===== src/rtl/core/sync_length_xor_deframer_unit_defines.svh =====
// assertion macros for the sync-word length-framed deframer
// used by the top level only, expects clk and rst_n in scope
`ifndef SYNC_LENGTH_XOR_DEFRAMER_UNIT_DEFINES_SVH
`define SYNC_LENGTH_XOR_DEFRAMER_UNIT_DEFINES_SVH

// condition must hold at every edge outside reset
`define SLXD_ASSERT_ALWAYS(lbl, cond, msg) \
    lbl: assert property (@(posedge clk) disable iff (!rst_n) (cond)) \
        else $error(msg);

// antecedent at one edge implies consequent at the next
`define SLXD_ASSERT_NEXT(lbl, ante, cons, msg) \
    lbl: assert property (@(posedge clk) disable iff (!rst_n) (ante) |=> (cons)) \
        else $error(msg);

`endif


===== src/rtl/core/slxd_pkg.sv =====
// shared types and constants of the sync-word length-framed deframer
// no dependencies
package slxd_pkg;

    localparam int BYTE_W    = 8;
    localparam int STATUS_W  = 2;
    localparam int CFG_IDX_W = 2;

    // configuration register indexes
    localparam logic [CFG_IDX_W-1:0] CFG_SYNC_FIRST  = 2'd0;
    localparam logic [CFG_IDX_W-1:0] CFG_SYNC_SECOND = 2'd1;

    localparam logic [BYTE_W-1:0] SYNC_FIRST_RESET  = 8'h55;
    localparam logic [BYTE_W-1:0] SYNC_SECOND_RESET = 8'hAA;

    // frame status codes
    localparam logic [STATUS_W-1:0] ST_INSIDE = 2'd0;
    localparam logic [STATUS_W-1:0] ST_GOOD   = 2'd1;
    localparam logic [STATUS_W-1:0] ST_BAD    = 2'd2;

    localparam logic [BYTE_W-1:0] MIN_FRAME_LEN = 8'd4;
    localparam logic [BYTE_W-1:0] HEADER_LEN    = 8'd3;

    // one queued command: a single result, or a header giving three results
    typedef struct packed {
        logic                triple;
        logic [BYTE_W-1:0]   data;
        logic [BYTE_W-1:0]   sync0;
        logic [BYTE_W-1:0]   sync1;
        logic                first;
        logic                last;
        logic [STATUS_W-1:0] status;
    } slxd_cmd_t;

endpackage


===== src/rtl/core/slxd_front.sv =====
// front end: sync hunt, length decode, checksum and command generation
// depends on slxd_pkg
module slxd_front (
    input  logic                              clk,
    input  logic                              rst_n,
    input  logic                              byte_valid,
    input  logic [slxd_pkg::BYTE_W-1:0]       in_byte,
    input  logic                              cfg_we,
    input  logic [slxd_pkg::CFG_IDX_W-1:0]    cfg_index,
    input  logic [slxd_pkg::BYTE_W-1:0]       cfg_data,
    output logic                              cmd_valid,
    output slxd_pkg::slxd_cmd_t               cmd
);
    import slxd_pkg::*;

    localparam logic [1:0] PH_HUNT1 = 2'd0;
    localparam logic [1:0] PH_HUNT2 = 2'd1;
    localparam logic [1:0] PH_LEN   = 2'd2;
    localparam logic [1:0] PH_BODY  = 2'd3;

    logic [1:0]        phase_reg, phase_next;
    logic [BYTE_W-1:0] length_reg, length_next;
    logic [BYTE_W-1:0] seen_reg, seen_next;
    logic [BYTE_W-1:0] xor_reg, xor_next;
    logic [BYTE_W-1:0] sync_first_reg, sync_first_next;
    logic [BYTE_W-1:0] sync_second_reg, sync_second_next;

    logic [BYTE_W-1:0] body_xor;
    logic [BYTE_W-1:0] body_seen;

    assign body_xor  = xor_reg ^ in_byte;
    assign body_seen = seen_reg + BYTE_W'(1);

    always_comb
    begin
        sync_first_next  = sync_first_reg;
        sync_second_next = sync_second_reg;
        if (cfg_we)
        begin
            unique case (cfg_index)
                CFG_SYNC_FIRST:  sync_first_next  = cfg_data;
                CFG_SYNC_SECOND: sync_second_next = cfg_data;
                default: ;
            endcase
        end
    end

    always_comb
    begin
        phase_next  = phase_reg;
        length_next = length_reg;
        seen_next   = seen_reg;
        xor_next    = xor_reg;
        cmd_valid   = 1'b0;
        cmd.triple  = 1'b0;
        cmd.data    = in_byte;
        cmd.sync0   = sync_first_reg;
        cmd.sync1   = sync_second_reg;
        cmd.first   = 1'b0;
        cmd.last    = 1'b0;
        cmd.status  = ST_INSIDE;
        if (byte_valid)
        begin
            unique case (phase_reg)
                PH_HUNT1:
                begin
                    if (in_byte == sync_first_reg)
                        phase_next = PH_HUNT2;
                end
                PH_HUNT2:
                begin
                    // second-sync test takes precedence when both values match
                    if (in_byte == sync_second_reg)
                        phase_next = PH_LEN;
                    else if (in_byte == sync_first_reg)
                        phase_next = PH_HUNT2;
                    else
                        phase_next = PH_HUNT1;
                end
                PH_LEN:
                begin
                    phase_next = PH_HUNT1;
                    if (in_byte == '0)
                    begin
                        // zero length: silent return to the hunt
                    end
                    else if (in_byte < MIN_FRAME_LEN)
                    begin
                        cmd_valid  = 1'b1;
                        cmd.first  = 1'b1;
                        cmd.last   = 1'b1;
                        cmd.status = ST_BAD;
                    end
                    else
                    begin
                        cmd_valid   = 1'b1;
                        cmd.triple  = 1'b1;
                        phase_next  = PH_BODY;
                        length_next = in_byte;
                        seen_next   = HEADER_LEN;
                        xor_next    = sync_first_reg ^ sync_second_reg ^ in_byte;
                    end
                end
                PH_BODY:
                begin
                    cmd_valid = 1'b1;
                    xor_next  = body_xor;
                    seen_next = body_seen;
                    if (body_seen >= length_reg)
                    begin
                        cmd.last   = 1'b1;
                        cmd.status = (body_xor == '0) ? ST_GOOD : ST_BAD;
                        phase_next = PH_HUNT1;
                    end
                end
                default: ;
            endcase
        end
    end

    always_ff @(posedge clk or negedge rst_n)
    begin
        if (!rst_n)
        begin
            phase_reg       <= PH_HUNT1;
            length_reg      <= '0;
            seen_reg        <= '0;
            xor_reg         <= '0;
            sync_first_reg  <= SYNC_FIRST_RESET;
            sync_second_reg <= SYNC_SECOND_RESET;
        end
        else
        begin
            phase_reg       <= phase_next;
            length_reg      <= length_next;
            seen_reg        <= seen_next;
            xor_reg         <= xor_next;
            sync_first_reg  <= sync_first_next;
            sync_second_reg <= sync_second_next;
        end
    end

endmodule


===== src/rtl/core/slxd_cmd_fifo.sv =====
// command queue between front and back end, flip-flop storage
// depends on slxd_pkg
module slxd_cmd_fifo #(
    parameter int DEPTH = 4
) (
    input  logic                 clk,
    input  logic                 rst_n,
    input  logic                 wr_en,
    input  slxd_pkg::slxd_cmd_t  wr_data,
    output logic                 is_full,
    input  logic                 rd_en,
    output logic                 rd_valid,
    output slxd_pkg::slxd_cmd_t  rd_data
);
    import slxd_pkg::*;

    localparam int PTR_W = (DEPTH > 1) ? $clog2(DEPTH) : 1;
    localparam int CNT_W = $clog2(DEPTH + 1);

    slxd_cmd_t        store_reg [DEPTH];
    logic [PTR_W-1:0] wr_ptr_reg, wr_ptr_next;
    logic [PTR_W-1:0] rd_ptr_reg, rd_ptr_next;
    logic [CNT_W-1:0] count_reg, count_next;

    logic do_wr;
    logic do_rd;

    assign is_full  = (count_reg == CNT_W'(DEPTH));
    assign rd_valid = (count_reg != '0);
    assign rd_data  = store_reg[rd_ptr_reg];
    assign do_wr    = wr_en && !is_full;
    assign do_rd    = rd_en && rd_valid;

    always_comb
    begin
        wr_ptr_next = wr_ptr_reg;
        rd_ptr_next = rd_ptr_reg;
        count_next  = count_reg;
        if (do_wr)
            wr_ptr_next = (wr_ptr_reg == PTR_W'(DEPTH - 1)) ? '0 : wr_ptr_reg + PTR_W'(1);
        if (do_rd)
            rd_ptr_next = (rd_ptr_reg == PTR_W'(DEPTH - 1)) ? '0 : rd_ptr_reg + PTR_W'(1);
        if (do_wr && !do_rd)
            count_next = count_reg + CNT_W'(1);
        else if (do_rd && !do_wr)
            count_next = count_reg - CNT_W'(1);
    end

    always_ff @(posedge clk)
    begin
        if (do_wr)
            store_reg[wr_ptr_reg] <= wr_data;
    end

    always_ff @(posedge clk or negedge rst_n)
    begin
        if (!rst_n)
        begin
            wr_ptr_reg <= '0;
            rd_ptr_reg <= '0;
            count_reg  <= '0;
        end
        else
        begin
            wr_ptr_reg <= wr_ptr_next;
            rd_ptr_reg <= rd_ptr_next;
            count_reg  <= count_next;
        end
    end

endmodule


===== src/rtl/core/slxd_back.sv =====
// back end: expands queued commands into result transfers, holds the output
// depends on slxd_pkg
module slxd_back (
    input  logic                           clk,
    input  logic                           rst_n,
    input  logic                           q_valid,
    input  slxd_pkg::slxd_cmd_t            q_data,
    output logic                           q_take,
    output logic                           res_empty,
    input  logic                           res_pop,
    output logic [slxd_pkg::BYTE_W-1:0]    out_byte,
    output logic                           first_mark,
    output logic                           last_mark,
    output logic [slxd_pkg::STATUS_W-1:0]  frame_status
);
    import slxd_pkg::*;

    localparam logic [1:0] SUB_SYNC0 = 2'd0;
    localparam logic [1:0] SUB_SYNC1 = 2'd1;
    localparam logic [1:0] SUB_LEN   = 2'd2;

    slxd_cmd_t  cur_reg, cur_next;
    logic       valid_reg, valid_next;
    logic [1:0] sub_reg, sub_next;

    logic final_sub;
    logic load;

    assign final_sub = !cur_reg.triple || (sub_reg == SUB_LEN);
    assign load      = !valid_reg || (res_pop && final_sub);
    assign q_take    = load && q_valid;
    assign res_empty = !valid_reg;

    always_comb
    begin
        cur_next   = cur_reg;
        valid_next = valid_reg;
        sub_next   = sub_reg;
        if (load)
        begin
            valid_next = q_valid;
            cur_next   = q_data;
            sub_next   = SUB_SYNC0;
        end
        else if (res_pop)
            sub_next = sub_reg + 2'd1;
    end

    always_comb
    begin
        out_byte     = cur_reg.data;
        first_mark   = cur_reg.first;
        last_mark    = cur_reg.last;
        frame_status = cur_reg.status;
        if (cur_reg.triple)
        begin
            first_mark   = 1'b0;
            last_mark    = 1'b0;
            frame_status = ST_INSIDE;
            unique case (sub_reg)
                SUB_SYNC0:
                begin
                    out_byte   = cur_reg.sync0;
                    first_mark = 1'b1;
                end
                SUB_SYNC1: out_byte = cur_reg.sync1;
                default:   out_byte = cur_reg.data;
            endcase
        end
    end

    always_ff @(posedge clk or negedge rst_n)
    begin
        if (!rst_n)
        begin
            valid_reg <= 1'b0;
            sub_reg   <= SUB_SYNC0;
        end
        else
        begin
            valid_reg <= valid_next;
            sub_reg   <= sub_next;
        end
    end

    always_ff @(posedge clk)
    begin
        cur_reg <= cur_next;
    end

endmodule


===== src/rtl/core/sync_length_xor_deframer_unit.sv =====
// Sync-word length-framed XOR-checksum deframer. Takes one received byte per
// cycle whenever full is low; full rises only when the QUEUE_DEPTH-entry
// command queue between the front end and the result stage has no room. Each
// frame body byte gives one result out; the length byte of a frame expands
// into three results (both sync bytes and the length), which the result stage
// hands out one per pop, so a steady stream of frames is accepted at one byte
// per cycle while results are popped as they appear, the queue absorbing the
// header burst. A result is written into the queue and then loaded into the
// result stage register before it appears on the ports.
// cfg_ready is always high; registers take effect on the next comparison.
// No clearing pass after reset.
`include "sync_length_xor_deframer_unit_defines.svh"

module sync_length_xor_deframer_unit #(
    parameter int QUEUE_DEPTH = 4
) (
    input  logic                              clk,
    input  logic                              rst_n,
    input  logic                              push,
    output logic                              full,
    input  logic [slxd_pkg::BYTE_W-1:0]       in_byte,
    output logic                              empty,
    input  logic                              pop,
    output logic [slxd_pkg::BYTE_W-1:0]       out_byte,
    output logic                              first_mark,
    output logic                              last_mark,
    output logic [slxd_pkg::STATUS_W-1:0]     frame_status,
    input  logic                              cfg_valid,
    output logic                              cfg_ready,
    input  logic [slxd_pkg::CFG_IDX_W-1:0]    cfg_index,
    input  logic [slxd_pkg::BYTE_W-1:0]       cfg_data
);
    import slxd_pkg::*;

    logic      byte_valid;
    logic      cmd_valid;
    slxd_cmd_t cmd;
    logic      q_full;
    logic      q_valid;
    logic      q_take;
    slxd_cmd_t q_data;

    assign cfg_ready  = 1'b1;
    assign full       = q_full;
    assign byte_valid = push && !q_full;

    slxd_front u_front (
        .clk        (clk),
        .rst_n      (rst_n),
        .byte_valid (byte_valid),
        .in_byte    (in_byte),
        .cfg_we     (cfg_valid && cfg_ready),
        .cfg_index  (cfg_index),
        .cfg_data   (cfg_data),
        .cmd_valid  (cmd_valid),
        .cmd        (cmd)
    );

    slxd_cmd_fifo #(
        .DEPTH (QUEUE_DEPTH)
    ) u_queue (
        .clk      (clk),
        .rst_n    (rst_n),
        .wr_en    (cmd_valid),
        .wr_data  (cmd),
        .is_full  (q_full),
        .rd_en    (q_take),
        .rd_valid (q_valid),
        .rd_data  (q_data)
    );

    slxd_back u_back (
        .clk          (clk),
        .rst_n        (rst_n),
        .q_valid      (q_valid),
        .q_data       (q_data),
        .q_take       (q_take),
        .res_empty    (empty),
        .res_pop      (pop),
        .out_byte     (out_byte),
        .first_mark   (first_mark),
        .last_mark    (last_mark),
        .frame_status (frame_status)
    );

    // a command is only produced for an accepted byte, never into a full queue
    `SLXD_ASSERT_ALWAYS(a_no_push_when_full,
                        !(cmd_valid && q_full),
                        "command written to full queue")

    // a waiting result is not lost while nobody takes it
    `SLXD_ASSERT_NEXT(a_result_held,
                      !empty && !pop,
                      !empty,
                      "waiting result vanished")

    // a frame opening that is not a rejection carries inside status
    `SLXD_ASSERT_ALWAYS(a_first_inside,
                        empty || !first_mark || last_mark || (frame_status == ST_INSIDE),
                        "bad status on frame start")

endmodule

===== config.mk =====
export PLATFORM = sky130hd
export DESIGN_NAME = sync_length_xor_deframer_unit
export DESIGN_NICKNAME = d
export VERILOG_FILES = /design/src/rtl/core/slxd_pkg.sv /design/src/rtl/core/slxd_front.sv /design/src/rtl/core/slxd_cmd_fifo.sv /design/src/rtl/core/slxd_back.sv /design/src/rtl/core/sync_length_xor_deframer_unit.sv
export VERILOG_INCLUDE_DIRS = /design/src /design/src/rtl/core
export SDC_FILE = /design/constraint.sdc
export NUM_CORES = 1
export LEC_CHECK = 0
export BUFFER_PORTS_ARGS = -buffer_cell sky130_fd_sc_hd__buf_2
export CAP_MARGIN = 20
export CORE_MARGIN = 1
export CORE_UTILIZATION = 47
export DETAILED_ROUTE_END_ITERATION = 6
export PLACE_DENSITY = 0.66
export REMOVE_ABC_BUFFERS = 1
export SYNTH_ARGS = -nofsm -noshare
export SYNTH_HDL_FRONTEND = slang
export SYNTH_SLANG_ARGS = --single-unit
export TNS_END_PERCENT = 50

===== constraint.sdc =====
create_clock -name clk -period 2.2 [get_ports clk]
set_input_delay 0.22 -clock clk [delete_from_list [all_inputs] [get_ports clk]]
set_output_delay 0.22 -clock clk [all_outputs]
set_load 0.02 [all_outputs]

# After elaboration in Yosys (flattened, before gate mapping)
# Memory sizes are Yosys's and may differ from the RTL's. A register that Yosys moved wholly into a read port is not among the register bits.
# Index checks and enable logic that the tools add are counted.
# classes
n_eq_ne	15
order_cmp	2
bitwise	5
n_shift	0
muxes	41
n_reduce_logical	28
mul	0
div_mod_pow	0
n_addsub	6
# ops
op	n
8-bit one-hot mux with 2 select lines	3
8-bit 2-to-1 mux	5
8-bit XOR	3
2-bit 2-to-1 mux	11
8-bit == test	2
8-bit logical NOT	2
1-bit 2-to-1 mux	13
4-bit 2-to-1 mux	3
2-bit == test (second input constant)	5
3-bit 2-to-1 mux	3
8-bit by 1-bit adder with 8-bit output (second input constant)	1
8-bit >= comparator	1
8-bit by 3-bit less-than comparator with 1-bit output (second input constant)	1
2-bit one-hot mux with 4 select lines	1
4-bit AND reduction	2
1-bit logical AND	7
2-bit by 1-bit adder with 2-bit output (second input constant)	3
2-bit by 1-bit == test with 1-bit output (second input constant)	3
2-bit logical NOT	3
3-bit one-hot mux with 2 select lines	1
2-bit nonzero test	3
1-bit logical NOT	5
2-bit by 1-bit inequality test with 1-bit output (second input constant)	2
2-bit inequality test (second input constant)	2
other kinds (9)	12
# totals
output_inout_bits	15
mem_bits_ro	0
latchBits	0
memories	1
ramBits	116
word_cells	109
reg_bits	52
# mem_list
name	words	word_bits	read_ports	rd_clocked_by_memory_dff	wr	line	source
u_queue.store_reg	4	29	1	1	1	slxd_cmd_fifo.sv:20	slxd_cmd_t store_reg [DEPTH];

# Depth between registers and ports, before layout
# Gate-level depths: netlist of the first run.
# depth
depth_word	9
depth_mapped	12

# Hierarchy
# A second synthesis of the first run with hierarchy kept.
# unflattened
cells_unflattened	560
area_unflattened_um2	8572.0
# modules_own_cells
mod	instances	cells_per_inst	seq_area_each_um2	area_each_um2
slxd_cmd_fifo	1	188	3658.5	4664.5
slxd_front	1	287	1061.0	2611.3
slxd_back	1	82	945.9	1271.2
sync_length_xor_deframer_unit	1	3	0.0	25.0

# Worst setup path after synthesis of the first run
# OpenSTA, ideal clock, no wires.
# synth_path
path_kind	reg2reg
from	register u_front.seen_reg[0]
to	register u_front.phase_reg[0]
path_slack_ns	-0.129
required_time_ns	2.074
period_less_slack_ns	2.329
path_stages_with_launch	11
t_arrival_ns	2.203
setup_time_ns	0.126
path_cell_list	dfrtp_1 and3_1 and3_1 and3_1 xor2_1 ha_1 nand2_1 o21ai_0 nor2b_1 a211oi_1 a311o_1
# synth_via
elab_chain_len	4
# synth_rtl
item	line	source
start: declaration	slxd_front.sv:23	logic [BYTE_W-1:0] seen_reg, seen_next;
start signal: assignment	slxd_front.sv:136	seen_reg <= seen_next;
8-bit by 1-bit adder with 8-bit output	slxd_front.sv:32	assign body_seen = seen_reg + BYTE_W'(1);
8-bit >= comparator	slxd_front.sv:109	if (body_seen >= length_reg)
2-bit by 1-bit inequality test with 1-bit output (no source line)	n/a	
3-bit AND reduction (no source line)	n/a	
end signal: assignment	slxd_front.sv:134	phase_reg <= phase_next;
end: declaration	slxd_front.sv:21	logic [1:0] phase_reg, phase_next;
# Every way passes these cells.
# A chain may end at the register's enable or synchronous reset.

==> flow_summary.json, run 1 <==
{
  "rr_startpoint": "u_front.seen_reg[0]",
  "cp-end-kind": "flip-flop",
  "totalWireLength_mm": 17.0,
  "min_path_type": "primary input to flip-flop",
  "ys_seq_area_share_pct": 66.5,
  "area_growth_pct": 17.2,
  "post-place-ws_ps": -289,
  "synth-xor-area-share_pct": 4.22,
  "n_fill_cell": 1355,
  "ioPinCount": 38,
  "grt_antenna_before_repair": 0,
  "drive_above_1_share_pct": 32.3,
  "gp_congestion": 0.816,
  "peakVddDrop_mv": 0.653,
  "synth_top_family_by_area": "multiplexers",
  "hpwl_mm": 10.8,
  "grt_first_pass_wirelength_mm": 26.6,
  "clockBufferDepth": 2,
  "min_to": "u_front.sync_second_reg[2]",
  "cts-root-buf": "clkbuf_16",
  "clock_skew_ps": 7.56,
  "drc": 0,
  "row_count": 48,
  "coreArea_um2": 17500,
  "drv_slew": 0,
  "period_needed_ps": 2270,
  "path_clk_slew_ps": 70,
  "largest_register_ffs": 116,
  "insertion_delay_ps": 430,
  "cts_tree": "yes",
  "stdcell_count": 853,
  "post-route-period-util_pct": 103,
  "synthMuxAreaShare_pct": 11.4,
  "hold_viol_final": 0,
  "cp-start-kind": "flip-flop",
  "syn_inst": 537,
  "drt_first_pass_iters": 4,
  "cp_max_fo": 4,
  "crit_arrival_ps": 2530,
  "ys_types": 53,
  "path_class": "flip-flop to flip-flop",
  "avgSynthCellArea_um2": 15.9,
  "rsz0062_at_grt": "true",
  "violations": "setup timing",
  "dieArea_um2": 18700,
  "synth_edf_count": 145,
  "grt_remaining_overflow": 0,
  "worstRegToRegCells": 9,
  "start_util_pct": 48.7,
  "nets": 657,
  "timing.final.ws_setup_ps": -65.5,
  "htreeDepth": 4,
  "synth_compound_area_share_pct": 5.92,
  "synthAdderAreaFrac_pct": 2.88,
  "grt_max_degree": 33,
  "cts.sinks": 197,
  "antenna_left": 0,
  "power_uw": 13400,
  "r2r-end": "u_queue.store_reg[1][1]",
  "slew_headroom_pct": 61.8,
  "yosysWarnings": 0,
  "grt_util_all_layers_pct": 20.0,
  "die_width_um": 137,
  "drv_cap": 0,
  "max_freq_ghz": 0.441,
  "p_per_area_nw_per_um2": 1340,
  "leakage_uw": 0.00371,
  "vias_per_cell": 5.57,
  "die_y_um": 137,
  "min-delay-start": "cfg_data[2]",
  "cts_made_buffers": 17,
  "final_cell_mix": "edfxtp_1, dfrtp_1, buf_4",
  "drt_iter0_drc": 265,
  "worst_pin_slew_ps": 572,
  "final_common_cell": "edfxtp_1",
  "outcome": "finished, violations left",
  "dp.cells": 814,
  "fin_setup_tns_ps": -513,
  "n_antenna_cell": 0,
  "ys_ff_latch": 197,
  "synthArstFlopShare_pct": 26.4,
  "wl_per_cell_um": 19.9,
  "setup_viol": 13,
  "grt_pass1_vias": 4878,
  "holdPathStages": 2,
  "required_ps": 2470,
  "synthFlopType": "edfxtp_1",
  "synth_simple_gate_area_share_pct": 6.52,
  "vias": 4754,
  "portBuffers": 36,
  "netlist_area_um2": 8520,
  "r2r_setup_slack_ps": -70
}
cell families after synthesis:
kind of cell	count (synthesis)
XOR/XNOR	41
multiplexers	58
other	1
flip-flops	197
AND/OR/NAND/NOR	105
adder cells (fa/ha/maj)	19
buffers and inverters	43
AO/OA/AOI/OAI	73
cell usage after synthesis (all sizes together) (15+ instances only):
| library cell | n | area, um^2 |
|---|---|---|
| a22o | 20 | 175 |
| buf | 15 | 101 |
| dfrtp | 44 | 1100 |
| edfxtp | 145 | 4350 |
| ha | 18 | 225 |
| inv | 18 | 67.6 |
| mux2 | 21 | 236 |
| mux4 | 29 | 653 |
| nand2 | 22 | 90.1 |
| nor2 | 31 | 116 |
| o21ai | 26 | 130 |
| xor2 | 29 | 254 |
power by group:
part	total, uW	internal (uW)	switching (uW)
clock	2880	1560	1320
sequential	5740	5290	451
combinational	4750	2180	2570
repair_timing:
item | 4_1_cts | 5_1_grt
gates cloned | 0 | 0
gates resized for setup | 20 | 18
pin swaps | 10 | 10
hold endpoints to repair | 16 | 0
setup buffers | 2 | 4
setup endpoints to repair | 24 | 20
hold buffers | 1 | 0
worst max path at each step:
| stage | startpoint | end | depth (start not counted) |
|---|---|---|---|
| 6_report | u_front.seen_reg[0] | u_queue.store_reg[1][1] | 9 |
| 3_3_place_gp | u_front.seen_reg[0] | u_front.phase_reg[0] | 10 |
| 5_1_grt | u_front.seen_reg[0] | u_queue.store_reg[2][0] | 10 |
| 2_1_floorplan | u_front.seen_reg[0] | u_front.phase_reg[0] | 10 |
| 3_5_place_dp | u_front.seen_reg[0] | u_queue.store_reg[3][2] | 10 |
| 4_1_cts | u_front.seen_reg[4] | u_queue.store_reg[2][0] | 10 |
metrics by stage:
step	hold WS, ps	utilization, %	cell area (um^2)
after global routing	23.8	57.1	9990
after CTS	12.2	56.5	9870
final	30.6	57.1	9990
after global placement	220	52.7	9220
after floorplan	-75.6	-	8370
after detailed placement	220	52.7	9220
per-layer routing:
metal  vias to the layer above  wire (um)  global-route usage (%)  part of all wire, %
met5                         -          0                       0                    0
met4                         0        234                    7.65                  1.4
met3                        18        764                    3.63                  4.5
met2                       102       8590                    32.4                   51
met1                      2446       7400                    27.0                   44
li1                       2188          -                       -                    -
critical path: stages (launching register included):
cell and delay [ps]:
dfrtp_1 390, and3_4 180, and3_4 140, and3_4 190
xor2_4 160, ha_4 300, nand4_1 150, a31oi_4 230
o211ai_1 150, a21oi_2 210
area by class of cell:
cell class	count	area [um^2]	share of cell area, %
inverters	18	67.6	0.677
repair buffers	84	629	6.30
clock buffers	20	437	4.37
flip-flops and latches	197	5670	56.7
multi-input cells	297	2800	28.0
clock inverters	12	108	1.08
well taps	225	282	2.82
No activity file was read; power rests on OpenSTA's default activity.
==> inputs of run 2 (changes only) <==
==> constraint.sdc (replaced) <==
create_clock -name clk -period 2.2 [get_ports clk]
set_input_delay 0 -clock clk [delete_from_list [all_inputs] [get_ports clk]]
set_output_delay 0 -clock clk [all_outputs]
set_load 0.02 [all_outputs]
==> run 2 against run 1 <==
Clock skew down 0.63 ps. The flow still finishes with violations (setup timing). Non-clock buffer count grew 14. Setup slack got worse by 13 ps. Largest power group unchanged. Critical endpoint is now u_queue.store_reg[1][0]. Design area up 1.9%. Global-route usage shrank 0.064 points. Flip-flop and latch count unchanged.
==> flow_summary.json, run 2 (same netlist as run 1, synthesis figures left out) <==
{
  "fin_setup_tns_ps": -787,
  "grt_remaining_overflow": 0,
  "min_path_type": "primary input to flip-flop",
  "portBuffers": 36,
  "setup_viol": 13,
  "drc": 0,
  "totalWireLength_mm": 17.0,
  "required_ps": 2500,
  "cp-start-kind": "flip-flop",
  "gp_congestion": 0.829,
  "die_width_um": 137,
  "drive_above_1_share_pct": 31.6,
  "crit_path_frequent_cell": "and3_4",
  "start_util_pct": 48.7,
  "largest_register_ffs": 116,
  "design_area_um2": 10200,
  "cpPeakStageDelay_ps": 390,
  "final_util_pct": 58.2,
  "placed_area_um2": 9200,
  "violations": "setup timing",
  "grt_first_pass_wirelength_mm": 26.7,
  "timing.final.ws_setup_ps": -78.3,
  "critPathBufInv": 1,
  "multi_input_area_um2": 2790,
  "grt_max_degree": 53,
  "grt_antenna_before_repair": 0,
  "outcome": "finished, violations left",
  "area_growth_pct": 19.5,
  "path_clk_slew_ps": 70,
  "drt_first_pass_iters": 5,
  "cpMaxStageDelayCell": "dfrtp_1",
  "crit_arrival_ps": 2580,
  "worst_pin_slew_ps": 726,
  "insertion_delay_ps": 430,
  "peakVddDrop_mv": 0.664,
  "critPathTopFamily": "simple AND/OR/NAND/NOR gates",
  "vias_per_cell": 5.54,
  "clock_skew_ps": 6.93,
  "row_count": 48,
  "slew_headroom_pct": 51.6,
  "die_y_um": 137,
  "cts_made_buffers": 17,
  "coreArea_um2": 17500,
  "drv_slew": 0,
  "drt_iter0_drc": 409,
  "cts-root-buf": "clkbuf_16",
  "cp_max_fo": 4,
  "final_cell_mix": "edfxtp_1, dfrtp_1, buf_4",
  "htreeDepth": 4,
  "hold_viol_final": 0,
  "timing.critical_path.cells": "and3_4 > and3_4 > and3_4 > xor2_2 > ha_1 > nand4_1 > a31oi_2 > nor2_1 > nor3_1 > buf_4",
  "path_class": "flip-flop to flip-flop",
  "final_common_cell": "edfxtp_1",
  "antenna_left": 0,
  "regArea_um2": 5670,
  "dieArea_um2": 18700,
  "drv_cap": 0,
  "cts_tree": "yes",
  "max_freq_ghz": 0.439,
  "post-route-period-util_pct": 104,
  "period_needed_ps": 2280,
  "leakage_uw": 0.00381,
  "rsz0062_at_grt": "true",
  "ioPinCount": 38,
  "vias": 4800,
  "hpwl_mm": 10.7,
  "clockBufferDepth": 2,
  "n_fill_cell": 1341,
  "nets": 671,
  "cp-end-kind": "flip-flop",
  "n_antenna_cell": 0,
  "grt_util_all_layers_pct": 20.0,
  "post-place-ws_ps": -240,
  "p_per_area_nw_per_um2": 1360,
  "cts.sinks": 197,
  "wl_per_cell_um": 19.6,
  "grt_pass1_vias": 4963
}
run 2: worst paths after layout:
path / start / slack, ps / to / depth (start not counted)
max: u_front.seen_reg[0] / -80 / u_queue.store_reg[1][0] / 10
min: in_byte[4] / 20 / u_queue.store_reg[1][24] / 2
max reg2reg: u_front.seen_reg[0] / -80 / u_queue.store_reg[1][0] / 10
min reg2reg: u_front.length_reg[0] / 520 / u_front.length_reg[0] / 1
max in group asynchronous: rst_n / 1420 / u_queue.rd_ptr_reg[0] / 3
min in group asynchronous: rst_n / 230 / u_front.seen_reg[2] / 3
run 2: metrics by stage:
stage | instances | power (uW) | hold slack [ps]
4_1_cts | 864 | 13800 | 3.45
5_1_grt | 867 | 14600 | 19.4
2_1_floorplan | 512 | 8680 | -296
6_report | 867 | 13800 | 18.8
3_5_place_dp | 813 | 10300 | 189
3_3_place_gp | 813 | 10100 | 176
run 2: worst reg2reg max path, stage by stage (launching register included):
cell and delay [ps]:
dfrtp_1 390, and3_4 190, and3_4 150, and3_4 170
xor2_2 150, ha_1 320, nand4_1 150, a31oi_2 240
nor2_1 80, nor3_1 180, buf_4 150
run 2: final cells by class:
| type | instances | area share [%] |
|---|---|---|
| Inverter | 18 | 0.664 |
| Multi-Input combinational cell | 297 | 27.4 |
| Timing Repair Buffer | 98 | 7.35 |
| Tap cell | 225 | 2.77 |
| Sequential cell | 197 | 55.7 |
| Clock buffer | 22 | 4.46 |
| Clock inverter | 10 | 1.70 |
run 2: where the power goes:
group / internal (uW) / total, uW / switching [uW] / leakage (uW)
registers: 5290 / 5780 / 493 / 0.00195
logic: 2240 / 4800 / 2560 / 0.00157
clock network: 1950 / 3260 / 1310 / 0.000297
total: 9480 / 13800 / 4370 / 0.00381
run 2: what timing repair did:
item | CTS | global route
endpoints found under the setup margin | 16 | 23
setup buffers | 4 | 2
gates resized for setup | 18 | 18
cloned | 0 | 0
pin swaps | 13 | 13
hold buffers | 15 | 1
hold endpoints to repair | 79 | 2
run 2: routing by layer:
metal	GRT usage [%]	part of all wire [%]	vias to the layer above	wire length, um
li1	-	-	2220	-
met1	25.4	43	2462	7250
met2	34.0	52	107	8780
met3	4.96	4.9	11	835
met4	5.49	0.82	0	140
met5	0	0	-	0
